## src/rtl/ltr_isqrt.sv

```systemverilog
// ============================================================================
// ltr_isqrt
// Pipelined floor square root, one root bit per stage.
// ============================================================================
module ltr_isqrt #(
   parameter int IN_W = 64
) (
   input  logic                clock,
   input  logic [IN_W-1:0]     rad,
   output logic [IN_W/2-1:0]   root
);

   localparam int OUT_W = IN_W / 2;
   localparam int REM_W = OUT_W + 2;

   logic [REM_W-1:0] rem_ff  [OUT_W];
   logic [OUT_W-1:0] root_ff [OUT_W];
   logic [IN_W-1:0]  rad_ff  [OUT_W];

   generate
      for (genvar k = 0; k < OUT_W; k++) begin : g_stage
         logic [REM_W-1:0] rem_in;
         logic [OUT_W-1:0] root_in;
         logic [IN_W-1:0]  rad_in;
         logic [REM_W-1:0] rem_sh;
         logic [REM_W:0]   diff;

         if (k == 0) begin : g_first
            assign rem_in  = '0;
            assign root_in = '0;
            assign rad_in  = rad;
         end else begin : g_next
            assign rem_in  = rem_ff[k-1];
            assign root_in = root_ff[k-1];
            assign rad_in  = rad_ff[k-1];
         end

         // bring down two radicand bits, try root*4+1
         assign rem_sh = {rem_in[OUT_W-1:0], rad_in[IN_W-1 -: 2]};
         assign diff   = {1'b0, rem_sh} - {1'b0, root_in, 2'b01};

         always_ff @(posedge clock) begin
            rem_ff[k]  <= diff[REM_W] ? rem_sh : diff[REM_W-1:0];
            root_ff[k] <= {root_in[OUT_W-2:0], ~diff[REM_W]};
            rad_ff[k]  <= rad_in << 2;
         end
      end
   endgenerate

   assign root = root_ff[OUT_W-1];

endmodule

```

## config.mk

```make
export PLATFORM = sky130hd
export DESIGN_NAME = ltr_isqrt
export DESIGN_NICKNAME = d
export VERILOG_FILES = /design/src/rtl/ltr_isqrt.sv
export SDC_FILE = /design/constraint.sdc
export NUM_CORES = 2
export LEC_CHECK = 0
export BUFFER_PORTS_ARGS = -buffer_cell sky130_fd_sc_hd__buf_2
export CORE_MARGIN = 3
export CORE_UTILIZATION = 40
export DETAILED_ROUTE_END_ITERATION = 12
export GPL_ROUTABILITY_DRIVEN = 0
export GPL_TIMING_DRIVEN = 0
export SETUP_SLACK_MARGIN = 0.4
export SLEW_MARGIN = 40
export SYNTH_ARGS = -nofsm -noshare
export SYNTH_HDL_FRONTEND = slang
export SYNTH_MEMORY_MAX_BITS = 65536
export SYNTH_SLANG_ARGS = --single-unit
```

## constraint.sdc

```tcl
create_clock -name clock -period 7 [get_ports clock]
set_input_delay 0.35 -clock clock [delete_from_list [all_inputs] [get_ports clock]]
set_output_delay 0.35 -clock clock [all_outputs]
set_load 0.02 [all_outputs]
```

==> metrics.md <==
| Metric | Value |
|---|---|
| Slew @ Worst Pin | 868 ps |
| Reg power frac | 46.0% |
| Routed length per instance | 15.0 µm |
| Longest Clk Path Bufs | 4 |
| 1st-pass router iterations | 8 |
| Initial antenna violation count | 0 |
| Post-synth EDFFs | 0 |
| P_leak | 47.9 nW |
| Post-synthesis sequential area ratio | 55.2% |
| MaxCap Viol Count | 0 |
| Final nets | 9793 |
| Maximum level of the CTS H-tree | 5 |
| Clk_skew | 58.3 ps |
| Sw power | 0.0111 W |
| Most frequent cell after synthesis | dfxtp_1 |
| Placed cells | 11800 |
| HP Class | in -> reg |
| Fmax | 0.223 GHz |
| Tmin final | 4480 ps |
| Pwr/cell area | 382 nW/µm² |
| Fin crit share | 64.0% |
| Netlist Area Pre-Place | 89000 µm² |
| Sw frac | 28.2% |
| Worst-skew pair later-pin latency | 890 ps |
| Maximum VDD drop | 0.261 mV |
| Pin count of the biggest net entering global routing | 17 |
| Arrival time worst endpoint | 5180 ps |
| RSZ-0062 raised after global routing | false |
| Drt drc | 0 |
| Hold endpoint | rad_ff[0][53] |
| Vias in the first global route | 60800 |
| Clock group share of total power | 35.5% |
| Max-slew headroom | 41.7% |
| Gr usage total | 15.9% |
| Crit path top cell by count | clkbuf_1 |
| # setup viols final | 0 |
| Crit path buffers/inverters | 4 |
| Synth Instances | 8760 |
| Worst path slowest cell | o21ai_0 |
| Row count | 172 |
| Hold depth | 2 |
| Clk pin slew, worst setup/hold paths | 60 ps |
| Grt total ovfl | 0 |
| CP delay by family, top | compound AO/OA/AOI/OAI gates |
| DP Wirelength | 138000 µm |
| Top cell type's share of synthesized area | 55.2% |
| Critical-path cell list | inv_1, ha_1, nor2b_1, o31a_1, a21o_1, o21ai_0, a211oi_1, o31ai_1, and2_1, clkbuf_1, clkbuf_1, clkbuf_1, o21ai_0 |
| Slowest stage delay, CP | 560 ps |
| Logic gate share of total power | 18.5% |
| CTS tree | built |
| Syn-to-layout area delta | 15.5% |
| Synth cell types | 94 |
| Hold path start | rad[53] |
| Top cells by area, synth | dfxtp_1 55%, ha_1 7.4%, xnor2_1 4.1% |
| Die Span Y | 478 µm |
| Total core area | 221000 µm² |
| DRT iter0 DRCs | 3732 |
| Critical path type | reg -> reg |
| Ys Warns | 0 |
| Non-Filler Instances | 12300 |
| Internal power | 0.0282 W |
| Routed Wire Length | 185000 µm |
| Ys flop type | dfxtp_1 |
| Reg2reg start | root_ff[28][0] |
| Setup TNS | 0 ps |
| Chip Width | 478 µm |
| Die ar. | 228000 µm² |
| Top cell type by total area after synthesis | dfxtp_1 |
| Final hold viol count | 0 |
| R2r endpoint | rem_ff[29][1] |
| Initial Util | 40.4% |
| Syn Nets | 9352 |
| Root Buffer | clkbuf_16 |
| Slew Limit Fails | 0 |
| Fill cell count | 20500 |
| Flop2flop setup slack | 2520 ps |
| Layout cells sized above 1 | 7.19% |
| Total CTS buffers | 278 |
| I/O pin count | 97 |
| Asr flop ratio synth | 0% |
| Status | complete, no violations |
| Mapped Avg Cell Area | 10.2 µm² |
| IO Port Bufs | 96 |
| CP Max Fanout | 10 |
| Synth top cells by count | 2456 x dfxtp_1, 692 x inv_1, 618 x a21oi_1, 593 x nor2_1, 534 x nand2_1 |
| Critical Path Source Type | register |
| Routed Antenna Nets | 0 |
| Num Clock Sinks | 2456 |
| Critical Path RT | 7700 ps |
| Register-to-Register Path Depth | 13 |
| Capturing element type of the critical path | register |
| DR vias/cell | 4.98 |
| Vias | 61500 |
| First-pass GRT wire length | 302000 µm |
| Seq cells post-synth | 2456 |
## metal layers
metal	share of wire (%)	routed length, µm	global-route usage, %	up-vias
li1	-	-	-	30800
met1	43	79800	19.0	28700
met2	48	88300	27.7	1440
met3	4.5	8380	2.52	487
met4	4.4	8200	7.55	0
met5	0	0	0	-
## timing repair
action	4_1_cts	5_1_grt
hold endpoints to repair	65	0
buffers inserted	0	0
hold buffers	65	0
resized for setup	0	0
endpoints found under the setup margin	0	0
## cell families (layout without fill, tap and decap cells)
group | count (synthesis) | after routing | share of synthesized area, %
XOR/XNOR | 751 | 751 | 7.39
other | 1 | 2 | 0.00421
buffers and inverters | 888 | 1508 | 3.78
adder cells (fa/ha/maj) | 527 | 527 | 7.41
multiplexers | 104 | 104 | 1.30
AO/OA/AOI/OAI | 1854 | 1854 | 12.9
AND/OR/NAND/NOR | 2179 | 2179 | 11.9
flip-flops | 2456 | 2456 | 55.2
## worst max path at each step
stage	cells after the start	slack, ps	start	endpoint
6_report	13	2520	root_ff[28][0]	rem_ff[29][1]
5_1_grt	13	2320	root_ff[28][0]	rem_ff[29][1]
4_1_cts	11	2520	root_ff[26][4]	rem_ff[27][28]
3_5_place_dp	11	2540	root_ff[26][4]	rem_ff[27][28]
3_3_place_gp	12	2450	rad_ff[1][742]	rem_ff[28][19]
2_1_floorplan	13	3910	root_ff[27][4]	rem_ff[28][10]
## area by class of cell
type | count | area (µm²) | area share, %
repair buffers | 161 | 1130 | 1.10
multi-input cells | 5416 | 36600 | 35.6
clock buffers | 384 | 7950 | 7.73
plain buffers | 193 | 756 | 0.735
diodes | 1 | 2.50 | 0.00243
well taps | 2958 | 3700 | 3.60
flip-flops and latches | 2456 | 49200 | 47.8
inverters | 695 | 2610 | 2.54
clock inverters | 75 | 926 | 0.901
## power by group through the flow
stage	logic [W]	registers (W)	clock network [W]
after floorplan	0.00573	0.0177	0
after global placement	0.00703	0.0183	0
after detailed placement	0.00717	0.0184	0
after CTS	0.00725	0.0181	0.0144
after global routing	0.00821	0.0183	0.0150
final	0.00726	0.0181	0.0139
## cells in the final DEF (no fill, tap or decap), drive strengths merged, types with 49 or more instances in the layout
cell type and count:
ha 527, xor2 339, dlygate4sd3 65, inv 706, o31ai 50, clkbuf 558, nand2b 129, a31oi 49
o21a 115, o21bai 53, nand4 82, nand2 534, dfxtp 2456, buf 115, nor3 215, nand3 139
a21oi 618, o21ai 443, a21o 229, nor2b 66, nor2 593, mux2 91, or3 90, xnor2 412
nor4 94
## stage by stage
step / hold slack, ps / total power [W] / worst slack (ps) / util, % / cell area, µm²
finish: 83.5 / 0.0393 / 2520 / 46.6 / 103000
global route: 21.3 / 0.0415 / 2320 / 46.6 / 103000
CTS: 1.64 / 0.0398 / 2520 / 46.6 / 103000
detailed placement: 312 / 0.0255 / 2540 / 42.3 / 93200
global placement: 310 / 0.0254 / 2450 / 42.3 / 93200
floorplan: 310 / 0.0235 / 3910 / - / 89000
## sequential cells by signal (all words and copies together) (netlist names)
| name | flops |
|---|---|
| rad_ff | 992 |
| root_ff | 528 |
| rem_ff | 936 |
Note: power is estimated with default switching activity, not from simulation.
