<file path="src/rtl/ltr_pkg.sv">
// ============================================================================
// ltr_pkg
// Constants, types and helper functions of the laser triangulation range block.
// ============================================================================
package ltr_pkg;

   // Triangulation constants in fixed point
   localparam logic [55:0] A_Q46     = 56'd49124420310427238;
   localparam logic [32:0] B_Q30     = 33'd4675071902;
   localparam logic [16:0] C_Q24     = 17'd115964;
   localparam logic [26:0] F_Q24     = 27'd117121745;
   localparam logic [26:0] K_Q30     = 27'd90827708;
   localparam logic [21:0] R_Q16     = 22'd3224371;
   localparam logic [19:0] RANGE_MAX = 20'hFFFFF;

   // Reciprocal of F for the tangent: t = (ym * ceil(2^80 / F)) >> 56.
   // Exact floor while ym * F < 2^56, which covers every row width.
   localparam int           T_SH        = 56;
   localparam logic [80:0]  T_POW       = 81'd1 << 80;
   localparam logic [53:0]  T_RECIP     = 54'((T_POW + 81'(F_Q24) - 81'd1) / 81'(F_Q24));
   localparam logic [26:0]  T_RECIP_HI  = T_RECIP[53:27];
   localparam logic [26:0]  T_RECIP_LO  = T_RECIP[26:0];

   // Datapath sizes
   localparam int IMG_W      = 11;
   localparam int Q_W        = 32;
   localparam int SQRT_IN_W  = 64;
   localparam int SQRT_OUT_W = SQRT_IN_W / 2;
   localparam int CORDIC_N   = 17;
   localparam int CORDIC_W   = 36;
   localparam int ANG_W      = 19;

   localparam logic signed [ANG_W-1:0] DEG18_Q16 = 19'sd20589;

   // Pipeline stage numbers (stage 1 is loaded at the accepting edge)
   localparam int S_DIV       = 2 + Q_W;
   localparam int S_SEC       = S_DIV + 2 + SQRT_OUT_W;
   localparam int S_SUM       = S_SEC + 4;
   localparam int S_DIST      = S_SUM + SQRT_OUT_W;
   localparam int LTR_LATENCY = S_DIST + 1;

   typedef struct packed {
      logic den_pos;
      logic q_ovf;
   } ltr_flags_type;

   // atan(2^-i) in Q.16
   function automatic logic signed [ANG_W-1:0] atan_q16(input logic [4:0] idx);
      logic signed [ANG_W-1:0] val;
      case (idx)
         5'd0:    val = 19'sd51472;
         5'd1:    val = 19'sd30386;
         5'd2:    val = 19'sd16055;
         5'd3:    val = 19'sd8150;
         5'd4:    val = 19'sd4091;
         5'd5:    val = 19'sd2047;
         5'd6:    val = 19'sd1024;
         5'd7:    val = 19'sd512;
         5'd8:    val = 19'sd256;
         5'd9:    val = 19'sd128;
         5'd10:   val = 19'sd64;
         5'd11:   val = 19'sd32;
         5'd12:   val = 19'sd16;
         5'd13:   val = 19'sd8;
         5'd14:   val = 19'sd4;
         5'd15:   val = 19'sd2;
         5'd16:   val = 19'sd1;
         default: val = 19'sd0;
      endcase
      return val;
   endfunction

   // Q.16 to Q.14, rounded half away from zero, kept to 16 bits
   function automatic logic [15:0] q16_to_q14(input logic signed [ANG_W-1:0] v);
      logic signed [ANG_W:0] ve;
      logic [ANG_W:0]        mag;
      logic [ANG_W:0]        rnd;
      logic [ANG_W:0]        res;
      ve  = (ANG_W+1)'(v);
      mag = ve[ANG_W] ? (ANG_W+1)'(-ve) : (ANG_W+1)'(ve);
      rnd = (mag + (ANG_W+1)'(2)) >> 2;
      res = ve[ANG_W] ? (ANG_W+1)'(-rnd) : rnd;
      return res[15:0];
   endfunction

endpackage

</file>
<file path="src/rtl/ltr_cordic.sv">
// ============================================================================
// ltr_cordic
// Pipelined CORDIC in vectoring mode: returns the angle of (x, y) in Q.16.
// ============================================================================
module ltr_cordic import ltr_pkg::*; #(
   parameter int W = 36
) (
   input  logic                    clock,
   input  logic signed [W-1:0]     x,
   input  logic signed [W-1:0]     y,
   output logic signed [ANG_W-1:0] z
);

   logic signed [W-1:0]     x_ff [CORDIC_N];
   logic signed [W-1:0]     y_ff [CORDIC_N];
   logic signed [ANG_W-1:0] z_ff [CORDIC_N];

   generate
      for (genvar k = 0; k < CORDIC_N; k++) begin : g_stage
         logic signed [W-1:0]     x_in;
         logic signed [W-1:0]     y_in;
         logic signed [ANG_W-1:0] z_in;
         logic signed [W-1:0]     xs;
         logic signed [W-1:0]     ys;
         logic signed [ANG_W-1:0] ang;

         if (k == 0) begin : g_first
            assign x_in = x;
            assign y_in = y;
            assign z_in = '0;
         end else begin : g_next
            assign x_in = x_ff[k-1];
            assign y_in = y_ff[k-1];
            assign z_in = z_ff[k-1];
         end

         assign xs  = x_in >>> k;
         assign ys  = y_in >>> k;
         assign ang = atan_q16(5'(k));

         // rotate toward the x axis
         always_ff @(posedge clock) begin
            if (y_in[W-1]) begin
               x_ff[k] <= x_in - ys;
               y_ff[k] <= y_in + xs;
               z_ff[k] <= z_in - ang;
            end else begin
               x_ff[k] <= x_in + ys;
               y_ff[k] <= y_in - xs;
               z_ff[k] <= z_in + ang;
            end
         end
      end
   endgenerate

   assign z = z_ff[CORDIC_N-1];

endmodule

</file>
<file path="config.mk">
export PLATFORM = sky130hd
export DESIGN_NAME = ltr_cordic
export DESIGN_NICKNAME = d
export VERILOG_FILES = /design/src/rtl/ltr_pkg.sv /design/src/rtl/ltr_cordic.sv
export SDC_FILE = /design/constraint.sdc
export NUM_CORES = 2
export LEC_CHECK = 0
export BUFFER_PORTS_ARGS = -buffer_cell sky130_fd_sc_hd__buf_2
export CAP_MARGIN = 0
export CORE_MARGIN = 2
export CORE_UTILIZATION = 59
export CTS_CLUSTER_DIAMETER = 120
export DETAILED_ROUTE_END_ITERATION = 8
export PLACE_DENSITY = 0.85
export SLEW_MARGIN = 20
export SYNTH_ARGS = -nofsm -noshare
export SYNTH_HDL_FRONTEND = slang
export SYNTH_SLANG_ARGS = --single-unit
</file>
<file path="constraint.sdc">
create_clock -name clock -period 4.6 [get_ports clock]
set_clock_uncertainty 0.05 [all_clocks]
set_input_delay 0.92 -clock clock [delete_from_list [all_inputs] [get_ports clock]]
set_output_delay 0.92 -clock clock [all_outputs]
set_load 0.03 [all_outputs]
</file>
==> summary.md <==
| Metric | Value |
|---|---|
| Post-Route WL | `285400 µm` |
| Synth area leader | `dfxtp_1` |
| Max Slew Vio Count | `0` |
| Cts bufs inserted | `145` |
| Detail Placement HPWL | `~230000 µm` |
| Critical Path RT | `5.29 ns` |
| Clock buffer depth | `3` |
| Global placer's final weighted congestion | `0.9886` |
| Floorplan die height | `roughly 430 µm` |
| # port buffers | `90` |
| Status | `finished clean` |
| First-pass DRT Iterations | `9` |
| Post-synth EDFFs | `0` |
| Vias in the first global route | `89.86k` |
| HP Class | `register to register` |
| Cell variety after synth | `108` |
| Final worst-path cycle share | `0.9726` |
| Nets | `approximately 15k` |
| Yosys warning total | `0` |
| CTS clock-pin slew for the worst setup and hold paths | `0.07 ns` |
| CORE AREA | `180900 µm²` |
| Initial antenna violation count | `7` |
| Largest family of logic cells by synthesized area | `compound AO/OA/AOI/OAI gates` |
| # IOs | `92` |
| Most area-consuming cells after synthesis | `dfxtp_1 25%, ha_1 16%, xnor2_1 9.8%` |
| Post-synth top cells | `1408 x a21oi_1, 1368 x ha_1, 1351 x dfxtp_1, 1285 x nor2_1, 1204 x xnor2_1` |
| CTS tree | `built` |
| Overall Global Routing Usage | `0.2943` |
| Synth Area in Compound Gates | `0.2242` |
| Crit. End Element | `register` |
| Max-cap check violation count | `0` |
| Critical path type | `register to register` |
| Worst relative slew slack | `0.4096` |
| Routed length per instance | `17.98 µm` |
| Final Setup Violations | `0` |
| Syn Std Cell Area | `107500 µm²` |
| Fmax | `0.2235 GHz` |
| Share of the synthesized area in the top cell type | `0.2517` |
| Rows | `about 160` |
| FF+latch count, synth | `1351` |
| Vias per std cell | `6.068` |
| Root buf cell | `clkbuf_16` |
| Tmin final | `4.474 ns` |
| CTS hold repair buffers | `0` |
| Area delta synth->final | `9.517%` |
| Synth Net Count | `approximately 15k` |
| Fill cells | `14.49k` |
| Die Area | `185600 µm²` |
| Post-Synth Simple-Gate Area | `0.1649` |
| Core Util, Final | `0.6504` |
| Global-route wire length before repair | `456600 µm` |
| Ys async rst share | `0` |
| Cell with the most instances after synthesis | `a21oi_1` |
| Average size of a mapped cell | `8.196 µm²` |
| Worst-path fanout max | `6` |
| Vias | `96.29k` |
| Total gr overflow | `0` |
| Clk sink count | `1351` |
| Initial Util | `0.5939` |
| DRC | `0` |
| # H-tree levels | `4` |
| Flop-to-flop setup slack | `0.13 ns` |
| XOR/XNOR Fraction of Synth Area | `0.1503` |
| Post-Syn Instances | `13.11k` |
| Share of cells above drive strength 1 | `0.06832` |
| Initial drt markers | `~8.7k` |
| Die W | `about 430 µm` |
| CP startpoint kind | `register` |
| Worst Path Arrival | `5.17 ns` |
| Post-Synth Adder-Cell Area | `0.1677` |
| Clk_lat worst skew | `0.80 ns` |
| Final antenna-violating net count | `0` |
| Largest net degree at the start of global routing | `59` |
| Post-synthesis mux area share | `0.008221` |
| Number of hold violations in the final report | `0` |
| Top_reg_cell synth | `dfxtp_1` |
| Least-Margin Pin Slew | `0.8792 ns` |
| Sequential-to-total area share from yosys stat | `0.2517` |
sequential cells by signal, indices dropped and copies added, names as in the netlist:
signal,flops
x_ff,525
y_ff,540
z_ff,286
kinds of logic (layout without fill, tap and decap cells):
group	after synthesis	count (layout)
flops	1351	1351
simple gates	3656	3656
fa+ha+maj	1413	1413
mux	83	83
xor+xnor	1844	1844
compound gates	3824	3824
buf+inv	939	1324
other cells	1	3
area by class of cell:
type                       count  area [µm²]  share of cell area
antenna                        2       5.005          0.00004253
clock buffer                 188        4045             0.03437
clock inverter                77       862.1            0.007326
inverter                     680        2552             0.02169
multi-input combinational  10820       77560              0.6591
sequential                  1351       27060              0.2300
tap                         2370        2965             0.02520
timing repair buffer         379        2620             0.02226
path summary, 6_finish.rpt:
path	start	depth (start not counted)	end
setup reg to reg	x_ff[11][16]	16	y_ff[12][34]
setup / recovery	x_ff[11][16]	16	y_ff[12][34]
hold / removal	z_ff[5][7]	0	z_ff[6][7]
hold reg to reg	z_ff[5][7]	0	z_ff[6][7]
per-layer routing:
metal  track usage  up-vias  part of all wire
li1              -    47300                 -
met1        0.3843    44930              0.43
met2        0.4840     3393              0.45
met3       0.05352      657             0.078
met4        0.1069        2             0.037
met5             0        -          0.000046
timing repair:
item | 4_1_cts | 5_1_grt
buffers inserted | 0 | 13
pin swaps | 0 | 19
endpoints found under the setup margin | 1 | 160
resized for setup | 1 | 147
critical path, cell delays in order (launching register included):
cell and delay (ns):
dfxtp_1 0.36, nor4_1 0.37, and3_2 0.29, nand2_1 0.11, o41ai_2 0.27, xnor2_1 0.22, ha_1 0.36, a21o_1 0.22
a21o_1 0.17, a21o_1 0.18, and3b_1 0.20, a21oi_1 0.16, a31o_2 0.30, o31a_1 0.31, a311o_1 0.33, or4_1 0.41
nand3_1 0.09
through the flow:
stage / area, µm² / TNS [ns] / setup WS (ns) / hold WS, ns / cells
after floorplan: 107500 / 0 / 0.2802 / 0.2596 / 13110
after global placement: 112000 / 0 / 0.1252 / 0.2606 / 15590
after detailed placement: 112000 / 0 / 0.07857 / 0.2621 / 15590
after CTS: 116900 / 0 / 0.03035 / 0.2754 / 15850
after global routing: 117700 / -0.5949 / -0.07357 / 0.2785 / 15870
final: 117700 / 0 / 0.1260 / 0.2724 / 15870
placed cells by master, fill, tap and decap left out, types with 77 or more instances in the layout:
master	count
ha_1	1367
nand2b_1	215
nand4_1	114
nor3_1	344
a211oi_1	77
or3_1	98
a21o_1	592
nand2_1	636
inv_1	672
nor2_1	1277
xor2_1	640
nand3_1	170
and2_1	89
xnor2_1	1203
o21bai_1	188
nor4_1	111
nor2b_1	212
clkbuf_16	149
o21a_1	161
buf_2	90
buf_4	289
a21oi_1	1397
and3_1	120
a31oi_1	146
o21ai_0	631
dfxtp_1	1336
Power is not shown: default switching activity piles up to over one toggle a cycle in this logic, so the estimate is an artifact.
